[src/rtl/core/lsal_pkg.sv]
// Package for the light sensor auto-gain and lux block: codes, item types
// and the per-gain constant tables of the lux scaling. No dependencies.
package lsal_pkg;

    typedef enum logic [1:0] {
        GAIN_1X    = 2'd0,
        GAIN_25X   = 2'd1,
        GAIN_428X  = 2'd2,
        GAIN_9876X = 2'd3
    } gain_t;

    typedef enum logic [1:0] {
        STATUS_OK   = 2'd0,
        STATUS_BUSY = 2'd1,
        STATUS_OFF  = 2'd2
    } status_t;

    typedef enum logic {
        MODE_READING  = 1'b0,
        MODE_POWER_ON = 1'b1
    } mode_t;

    localparam logic REG_HIGH_THRESHOLD = 1'b0;
    localparam logic REG_LOW_THRESHOLD  = 1'b1;

    localparam logic [15:0] HIGH_THRESHOLD_RESET = 16'd60000;
    localparam logic [15:0] LOW_THRESHOLD_RESET  = 16'd500;

    localparam int COUNT_W = 16;
    localparam int MAG_W   = 17;
    localparam int PROD_W  = 32;
    localparam int QUOT_W  = 28;
    localparam int LUX_W   = 29;

    typedef struct packed {
        status_t status;
        gain_t   gain_next;
        logic    gain_write;
    } item_meta_t;

    typedef struct packed {
        logic                 compute;
        gain_t                gain;
        logic [COUNT_W-1:0]   full_count;
        logic [COUNT_W-1:0]   infrared_count;
        item_meta_t           meta;
    } lux_req_t;

    typedef struct packed {
        logic signed [LUX_W-1:0] lux_value;
        item_meta_t              meta;
    } lux_result_t;

    // Lux = diff * 104448 / (100 * gain), reduced to diff * num / den.
    function automatic logic [14:0] scale_num(input gain_t g);
        logic [14:0] n;
        unique case (g)
            GAIN_1X:    n = 15'd26112;
            GAIN_25X:   n = 15'd26112;
            GAIN_428X:  n = 15'd6528;
            GAIN_9876X: n = 15'd2176;
            default:    n = 15'd26112;
        endcase
        return n;
    endfunction

    function automatic logic [14:0] scale_den(input gain_t g);
        logic [14:0] d;
        unique case (g)
            GAIN_1X:    d = 15'd25;
            GAIN_25X:   d = 15'd625;
            GAIN_428X:  d = 15'd2675;
            GAIN_9876X: d = 15'd20575;
            default:    d = 15'd25;
        endcase
        return d;
    endfunction

    // Floor of 2^32 / den; the quotient estimate is then low by at most one.
    function automatic logic [QUOT_W-1:0] scale_recip(input gain_t g);
        logic [QUOT_W-1:0] r;
        unique case (g)
            GAIN_1X:    r = 28'd171798691;
            GAIN_25X:   r = 28'd6871947;
            GAIN_428X:  r = 28'd1605595;
            GAIN_9876X: r = 28'd208746;
            default:    r = 28'd171798691;
        endcase
        return r;
    endfunction

endpackage

[src/rtl/core/lsal_gain_ctrl.sv]
// Gain state and per-item decisions: status, next gain and write request.
// Depends on lsal_pkg.
module lsal_gain_ctrl (
    input  logic              clk,
    input  logic              rst_n,
    input  logic              accept,
    input  logic              mode,
    input  logic [15:0]       full_count,
    input  logic [15:0]       infrared_count,
    input  logic              powered,
    input  logic [15:0]       high_threshold,
    input  logic [15:0]       low_threshold,
    output lsal_pkg::lux_req_t req
);
    import lsal_pkg::*;

    gain_t gain_step_reg;
    gain_t gain_step_next;
    logic  above;
    logic  below;

    assign above = full_count > high_threshold;
    assign below = full_count < low_threshold;

    always_comb
    begin
        req.compute             = 1'b0;
        req.gain                = gain_step_reg;
        req.full_count          = full_count;
        req.infrared_count      = infrared_count;
        req.meta.status         = STATUS_OK;
        req.meta.gain_next      = gain_step_reg;
        req.meta.gain_write     = 1'b0;
        priority if (mode_t'(mode) == MODE_POWER_ON)
        begin
            req.meta.gain_next  = GAIN_25X;
            req.meta.gain_write = 1'b1;
        end
        else if (!powered)
        begin
            req.meta.status     = STATUS_OFF;
        end
        else
        begin
            req.compute = 1'b1;
            priority if (above)
            begin
                if (gain_step_reg != GAIN_1X)
                begin
                    req.meta.gain_next = gain_t'(gain_step_reg - 2'd1);
                end
            end
            else if (below)
            begin
                if (gain_step_reg != GAIN_9876X)
                begin
                    req.meta.gain_next = gain_t'(gain_step_reg + 2'd1);
                end
            end
            else
            begin
                req.meta.gain_next = gain_step_reg;
            end
            req.meta.gain_write = req.meta.gain_next != gain_step_reg;
            if (above || below)
            begin
                req.meta.status = STATUS_BUSY;
            end
        end
    end

    assign gain_step_next = accept ? req.meta.gain_next : gain_step_reg;

    always_ff @(posedge clk or negedge rst_n)
    begin
        if (!rst_n)
        begin
            gain_step_reg <= GAIN_25X;
        end
        else
        begin
            gain_step_reg <= gain_step_next;
        end
    end

endmodule

[src/rtl/core/lsal_lux_pipe.sv]
// Five-register lux pipeline: magnitude, scale multiply, reciprocal multiply,
// back-multiply and remainder correction. Depends on lsal_pkg.
module lsal_lux_pipe (
    input  logic                  clk,
    input  logic                  rst_n,
    input  logic                  in_valid,
    output logic                  in_ready,
    input  lsal_pkg::lux_req_t    in_req,
    output logic                  out_valid,
    input  logic                  out_ready,
    output lsal_pkg::lux_result_t out_result
);
    import lsal_pkg::*;

    localparam int STAGES = 5;

    typedef struct packed {
        logic             neg;
        gain_t            gain;
        logic [MAG_W-1:0] mag;
        item_meta_t       meta;
    } st1_t;

    typedef struct packed {
        logic              neg;
        gain_t             gain;
        logic [PROD_W-1:0] prod;
        item_meta_t        meta;
    } st2_t;

    typedef struct packed {
        logic              neg;
        gain_t             gain;
        logic [PROD_W-1:0] prod;
        logic [QUOT_W-1:0] quot;
        item_meta_t        meta;
    } st3_t;

    typedef struct packed {
        logic              neg;
        gain_t             gain;
        logic [PROD_W-1:0] prod;
        logic [QUOT_W-1:0] quot;
        logic [PROD_W-1:0] back;
        item_meta_t        meta;
    } st4_t;

    logic [STAGES-1:0] valid_reg;
    logic [STAGES-1:0] valid_next;
    logic [STAGES-1:0] en;

    st1_t        s1_reg, s1_next;
    st2_t        s2_reg, s2_next;
    st3_t        s3_reg, s3_next;
    st4_t        s4_reg, s4_next;
    lux_result_t s5_reg, s5_next;

    logic signed [MAG_W:0]         diff;
    logic [PROD_W+QUOT_W-1:0]      recip_prod;
    logic [PROD_W-1:0]             remainder;
    logic [QUOT_W-1:0]             quot_fixed;

    always_comb
    begin
        en[STAGES-1] = !valid_reg[STAGES-1] || out_ready;
        for (int i = STAGES - 2; i >= 0; i--)
        begin
            en[i] = !valid_reg[i] || en[i+1];
        end
        valid_next[0] = en[0] ? in_valid : valid_reg[0];
        for (int i = 1; i < STAGES; i++)
        begin
            valid_next[i] = en[i] ? valid_reg[i-1] : valid_reg[i];
        end
    end

    assign in_ready = en[0];

    always_comb
    begin
        diff = $signed({2'b00, in_req.full_count}) - $signed({1'b0, in_req.infrared_count, 1'b0});
        s1_next.gain = in_req.gain;
        s1_next.meta = in_req.meta;
        s1_next.neg  = 1'b0;
        s1_next.mag  = '0;
        if (in_req.compute)
        begin
            s1_next.neg = diff[MAG_W];
            s1_next.mag = diff[MAG_W] ? MAG_W'(-diff) : diff[MAG_W-1:0];
        end
    end

    always_comb
    begin
        s2_next.neg  = s1_reg.neg;
        s2_next.gain = s1_reg.gain;
        s2_next.meta = s1_reg.meta;
        s2_next.prod = {{(PROD_W-MAG_W){1'b0}}, s1_reg.mag}
                       * {{(PROD_W-15){1'b0}}, scale_num(s1_reg.gain)};
    end

    always_comb
    begin
        recip_prod   = {{QUOT_W{1'b0}}, s2_reg.prod}
                       * {{PROD_W{1'b0}}, scale_recip(s2_reg.gain)};
        s3_next.neg  = s2_reg.neg;
        s3_next.gain = s2_reg.gain;
        s3_next.meta = s2_reg.meta;
        s3_next.prod = s2_reg.prod;
        s3_next.quot = recip_prod[PROD_W+QUOT_W-1:PROD_W];
    end

    always_comb
    begin
        s4_next.neg  = s3_reg.neg;
        s4_next.gain = s3_reg.gain;
        s4_next.meta = s3_reg.meta;
        s4_next.prod = s3_reg.prod;
        s4_next.quot = s3_reg.quot;
        s4_next.back = {{(PROD_W-QUOT_W){1'b0}}, s3_reg.quot}
                       * {{(PROD_W-15){1'b0}}, scale_den(s3_reg.gain)};
    end

    always_comb
    begin
        remainder  = s4_reg.prod - s4_reg.back;
        quot_fixed = s4_reg.quot;
        if (remainder >= {{(PROD_W-15){1'b0}}, scale_den(s4_reg.gain)})
        begin
            quot_fixed = s4_reg.quot + QUOT_W'(1);
        end
        s5_next.meta      = s4_reg.meta;
        s5_next.lux_value = s4_reg.neg ? -$signed({1'b0, quot_fixed})
                                       : $signed({1'b0, quot_fixed});
    end

    always_ff @(posedge clk or negedge rst_n)
    begin
        if (!rst_n)
        begin
            valid_reg <= '0;
        end
        else
        begin
            valid_reg <= valid_next;
        end
    end

    always_ff @(posedge clk)
    begin
        if (en[0])
        begin
            s1_reg <= s1_next;
        end
        if (en[1])
        begin
            s2_reg <= s2_next;
        end
        if (en[2])
        begin
            s3_reg <= s3_next;
        end
        if (en[3])
        begin
            s4_reg <= s4_next;
        end
        if (en[4])
        begin
            s5_reg <= s5_next;
        end
    end

    assign out_valid  = valid_reg[STAGES-1];
    assign out_result = s5_reg;

endmodule

[src/rtl/core/light_sensor_autogain_lux.sv]
// Light sensor auto-gain control with lux conversion, top level.
// A result passes through five register stages after its input transfer.
// Throughput: one item per cycle unless stalled; gain step is set at the input transfer.
// Stalls hold the whole pipeline back only once every stage is full.
// Reset clears all valid state, sets the gain to 25x and the thresholds to 60000 and 500.
// Depends on lsal_pkg, lsal_gain_ctrl and lsal_lux_pipe.
module light_sensor_autogain_lux (
    input  logic        clk,
    input  logic        rst_n,
    input  logic        cfg_we,
    input  logic        cfg_index,
    input  logic [15:0] cfg_wdata,
    input  logic        s_axis_tvalid,
    output logic        s_axis_tready,
    // [15:0] full_count, [31:16] infrared_count, [32] powered, [39:33] zero
    input  logic [39:0] s_axis_tdata,
    // [0] mode
    input  logic        s_axis_tuser,
    output logic        m_axis_tvalid,
    input  logic        m_axis_tready,
    // [28:0] lux_value, [30:29] status, [32:31] gain_next, [33] gain_write, [39:34] zero
    output logic [39:0] m_axis_tdata
);
    import lsal_pkg::*;

    logic [15:0] high_threshold_reg;
    logic [15:0] high_threshold_next;
    logic [15:0] low_threshold_reg;
    logic [15:0] low_threshold_next;
    logic        in_accept;
    lux_req_t    req;
    lux_result_t result;

    always_comb
    begin
        high_threshold_next = high_threshold_reg;
        low_threshold_next  = low_threshold_reg;
        if (cfg_we)
        begin
            unique case (cfg_index)
                REG_HIGH_THRESHOLD: high_threshold_next = cfg_wdata;
                REG_LOW_THRESHOLD:  low_threshold_next  = cfg_wdata;
                default:            high_threshold_next = high_threshold_reg;
            endcase
        end
    end

    always_ff @(posedge clk or negedge rst_n)
    begin
        if (!rst_n)
        begin
            high_threshold_reg <= HIGH_THRESHOLD_RESET;
            low_threshold_reg  <= LOW_THRESHOLD_RESET;
        end
        else
        begin
            high_threshold_reg <= high_threshold_next;
            low_threshold_reg  <= low_threshold_next;
        end
    end

    assign in_accept = s_axis_tvalid && s_axis_tready;

    lsal_gain_ctrl u_gain_ctrl (
        .clk            (clk),
        .rst_n          (rst_n),
        .accept         (in_accept),
        .mode           (s_axis_tuser),
        .full_count     (s_axis_tdata[15:0]),
        .infrared_count (s_axis_tdata[31:16]),
        .powered        (s_axis_tdata[32]),
        .high_threshold (high_threshold_reg),
        .low_threshold  (low_threshold_reg),
        .req            (req)
    );

    lsal_lux_pipe u_lux_pipe (
        .clk        (clk),
        .rst_n      (rst_n),
        .in_valid   (s_axis_tvalid),
        .in_ready   (s_axis_tready),
        .in_req     (req),
        .out_valid  (m_axis_tvalid),
        .out_ready  (m_axis_tready),
        .out_result (result)
    );

    assign m_axis_tdata = {6'b000000, result.meta.gain_write, result.meta.gain_next,
                           result.meta.status, result.lux_value};

endmodule

[config.mk]
export PLATFORM = sky130hd
export DESIGN_NAME = light_sensor_autogain_lux
export DESIGN_NICKNAME = d
export VERILOG_FILES = /design/src/rtl/core/lsal_pkg.sv /design/src/rtl/core/lsal_gain_ctrl.sv /design/src/rtl/core/lsal_lux_pipe.sv /design/src/rtl/core/light_sensor_autogain_lux.sv
export SDC_FILE = /design/constraint.sdc
export NUM_CORES = 2
export LEC_CHECK = 0
export BUFFER_PORTS_ARGS = -buffer_cell sky130_fd_sc_hd__buf_2
export CAP_MARGIN = 20
export CORE_MARGIN = 2
export CORE_UTILIZATION = 55
export CTS_BUF_LIST = sky130_fd_sc_hd__clkbuf_8
export CTS_CLUSTER_DIAMETER = 30
export CTS_CLUSTER_SIZE = 40
export DETAILED_ROUTE_END_ITERATION = 12
export HOLD_SLACK_MARGIN = 0.06
export PLACE_DENSITY = 0.83
export SLEW_MARGIN = 20
export SYNTH_ARGS = -nofsm -noshare
export SYNTH_HDL_FRONTEND = slang
export SYNTH_SLANG_ARGS = --single-unit
[constraint.sdc]
create_clock -name clk -period 9.7 [get_ports clk]
set_input_delay 0.485 -clock clk [delete_from_list [all_inputs] [get_ports clk]]
set_output_delay 0.485 -clock clk [all_outputs]
set_load 0.01 [all_outputs]
==> flow_metrics.py <==
metrics = {
    "die": {
        "io_pins": 105,
        "start_util_pct": 55.3,
        "die_width_um": 293,
        "core-area_um2": 83300,
        "dieArea_um2": 86100,
        "die_h_um": 293,
        "num_rows": 106,
    },
    "final_layout": {
        "areaGrowthSynthToFinish_pct": 7.95,
        "layout.nets": 6165,
        "layout-drive-gt1-share_pct": 7.37,
        "largest_reg_flops": 92,
        "multi_input_area_um2": 32900,
        "fill_cells": 6554,
        "seq_area_um2": 8350,
    },
    "job": {
        "maxCapViolCount": 0,
    },
    "clock_network": {
        "clock_latency_ns": 0.66,
        "ctsRootBufferMaster": "clkbuf_8",
        "cts_buffers": 67,
        "cts_tree": "yes",
        "cts.sinks": 284,
        "clkTransAtPathRegs_ns": 0.06,
        "post_cts_buffers": 0,
        "clockBufferDepth": 3,
        "h-tree-depth": 3,
    },
    "route": {
        "wl_per_cell_um": 19.1,
        "drc": 0,
        "drtAntennaViolNets": 0,
        "vias": 32723,
        "drtIter0Drc": 2367,
        "wirelength_um": 113000,
        "firstDrtPassIters": 6,
        "vias_per_cell": 5.55,
    },
    "timing": {
        "hold_viol_final": 0,
        "finalCritPeriodShare_pct": 95.2,
        "rsz0062_at_grt": "no",
        "worst_slew_pin_slew_ns": 1.03,
        "slew_viol_final": 0,
        "setup_violations": 0,
        "max_slew_margin_pct": 31.3,
        "post-route-min-period_ns": 9.23,
        "totalNegativeSetupSlack_ns": 0,
        "max_freq_mhz": 108,
        "fin_skew_ns": 0.0451,
    },
    "worst_setup_path": {
        "path_max_fanout": 20,
        "max_stage_delay_ns": 0.73,
        "required_ns": 10.08,
        "crit_arrival_ns": 9.61,
        "setup.worst_path.end_class": "register",
        "slowest_stage": "nor2b_1",
        "start_kind": "register",
        "critPathKind": "reg2reg",
    },
    "logic_synthesis": {
        "synth-warning-count": 0,
        "synth_area_leaders": "fa_1, ha_1, edfxtp_1, inv_1, xnor2_1",
        "yosysTopAreaCellShare_pct": 31.9,
        "synth_edf_count": 245,
        "ys.flop_type": "edfxtp_1",
        "syn_inst": 4631,
        "yosysMostFrequentCell": "inv_1",
        "synth_area_um2": 46100,
        "ys_seq_elements": 284,
        "synth_commonest_cells": "inv_1, fa_1, ha_1, nand2_1, edfxtp_1",
        "synth_top_area_cell": "fa_1",
        "synth.avg_cell_area_um2": 9.95,
        "synth_cell_types": 82,
        "synthArstFlopShare_pct": 13.7,
        "yosysSeqAreaShare_pct": 18.1,
    },
    "global_routing": {
        "antenna_found_initial": 2,
        "grt_pass1_wl_um": 185000,
        "first_global_vias": 35662,
        "grt_usage_pct": 27.2,
        "grt_max_degree": 65,
        "grt_overflow": 0,
    },
    "status": {
        "outcome": "finished, final reports clean",
    },
    "placement": {
        "gp_congestion": 0.981,
        "hpwl_um": 93800,
        "port_buffers": 91,
    },
    "worst_hold_path": {
        "hp-class": "in2reg",
    },
}
==> area by class of cell <==
| cell class | instances | share of cell area, % |
|---|---|---|
| tap | 1080 | 2.72 |
| sequential | 284 | 16.8 |
| clock buffer | 69 | 1.91 |
| multi-input combinational | 3050 | 66.1 |
| timing repair buffer | 186 | 2.46 |
| inverter | 1171 | 8.83 |
| clock inverter | 54 | 1.23 |
| antenna | 1 | 0.00503 |
==> worst max-delay path, delay by kind of cell, from the launching register on <==
kind            cells  cell delay (ns)
simple gates        3             1.49
fa+ha+maj           9             4.19
xor+xnor            1             0.14
buf+inv             6             0.57
compound gates     10             2.09
flops               1             0.47
==> cell families after synthesis <==
family / count (synthesis) / share of synthesized area, %
adders and majority gates: 1342 / 48.4
buffers and inverters: 1303 / 10.7
and+or+nand+nor: 1000 / 11.3
AOI/OAI and AO/OA: 448 / 6.55
DFF: 284 / 18.1
xor gates and xnor gates: 229 / 4.35
muxes: 24 / 0.578
other: 1 / 0.00814
==> per-layer routing <==
metal  GRT usage (%)  part of all wire, %
met1            33.4                   38
met2            46.4                   48
met3            5.65                  8.2
met4            12.1                  5.1
met5               0               0.0080
==> metrics by stage <==
stage          util, %  hold WS (ns)  cells  setup WS [ns]  area [um2]
5_1_grt           59.7         0.127   5895         0.0946       49800
6_report          59.7         0.165   5895          0.469       49800
3_3_place_gp      57.6         0.401   5753          0.373       48000
2_1_floorplan        -         0.189   4637          0.770       46100
4_1_cts           59.7         0.117   5894          0.210       49700
3_5_place_dp      57.6         0.405   5753          0.294       48000
==> final timing paths <==
check / startpoint / end / slack [ns] / depth (start not counted)
setup / recovery: u_lux_pipe.s2_reg[37]$_DFFE_PP_ / u_lux_pipe.s3_reg[31]$_DFFE_PP_ / 0.47 / 29
hold / removal: s_axis_tuser / u_gain_ctrl.gain_step_reg[0]$_DFFE_PN1P_ / 0.17 / 2
setup reg to reg: u_lux_pipe.s2_reg[37]$_DFFE_PP_ / u_lux_pipe.s3_reg[31]$_DFFE_PP_ / 0.47 / 29
hold reg to reg: u_lux_pipe.s3_reg[55]$_DFFE_PP_ / u_lux_pipe.s4_reg[87]$_DFFE_PP_ / 0.42 / 0
max in group asynchronous: rst_n / u_lux_pipe.valid_reg[0]$_DFFE_PN0N_ / 8.61 / 2
min in group asynchronous: rst_n / high_threshold_reg[0]$_DFFE_PN0P_ / 0.51 / 2
==> cells in the final DEF (no fill, tap or decap), types with 105 or more instances in the layout <==
cell type / netlist / final
inv_1: 1171 / 1178
ha_1: 607 / 607
nor2_1: 175 / 175
and2_1: 161 / 161
nand2_1: 247 / 246
a21oi_1: 105 / 105
nor2b_1: 130 / 129
edfxtp_1: 245 / 245
fa_1: 735 / 735
xnor2_1: 153 / 153
==> what timing repair did <==
item / CTS / global route
endpoints found under the hold margin: 57 / 0
setup endpoints to repair: 0 / 3
hold buffers: 18 / 0
gates resized for setup: 0 / 2
Power is left out: the tool's default activity adds up to more than one toggle a clock period on the data nets, which glitch-free logic cannot reach.
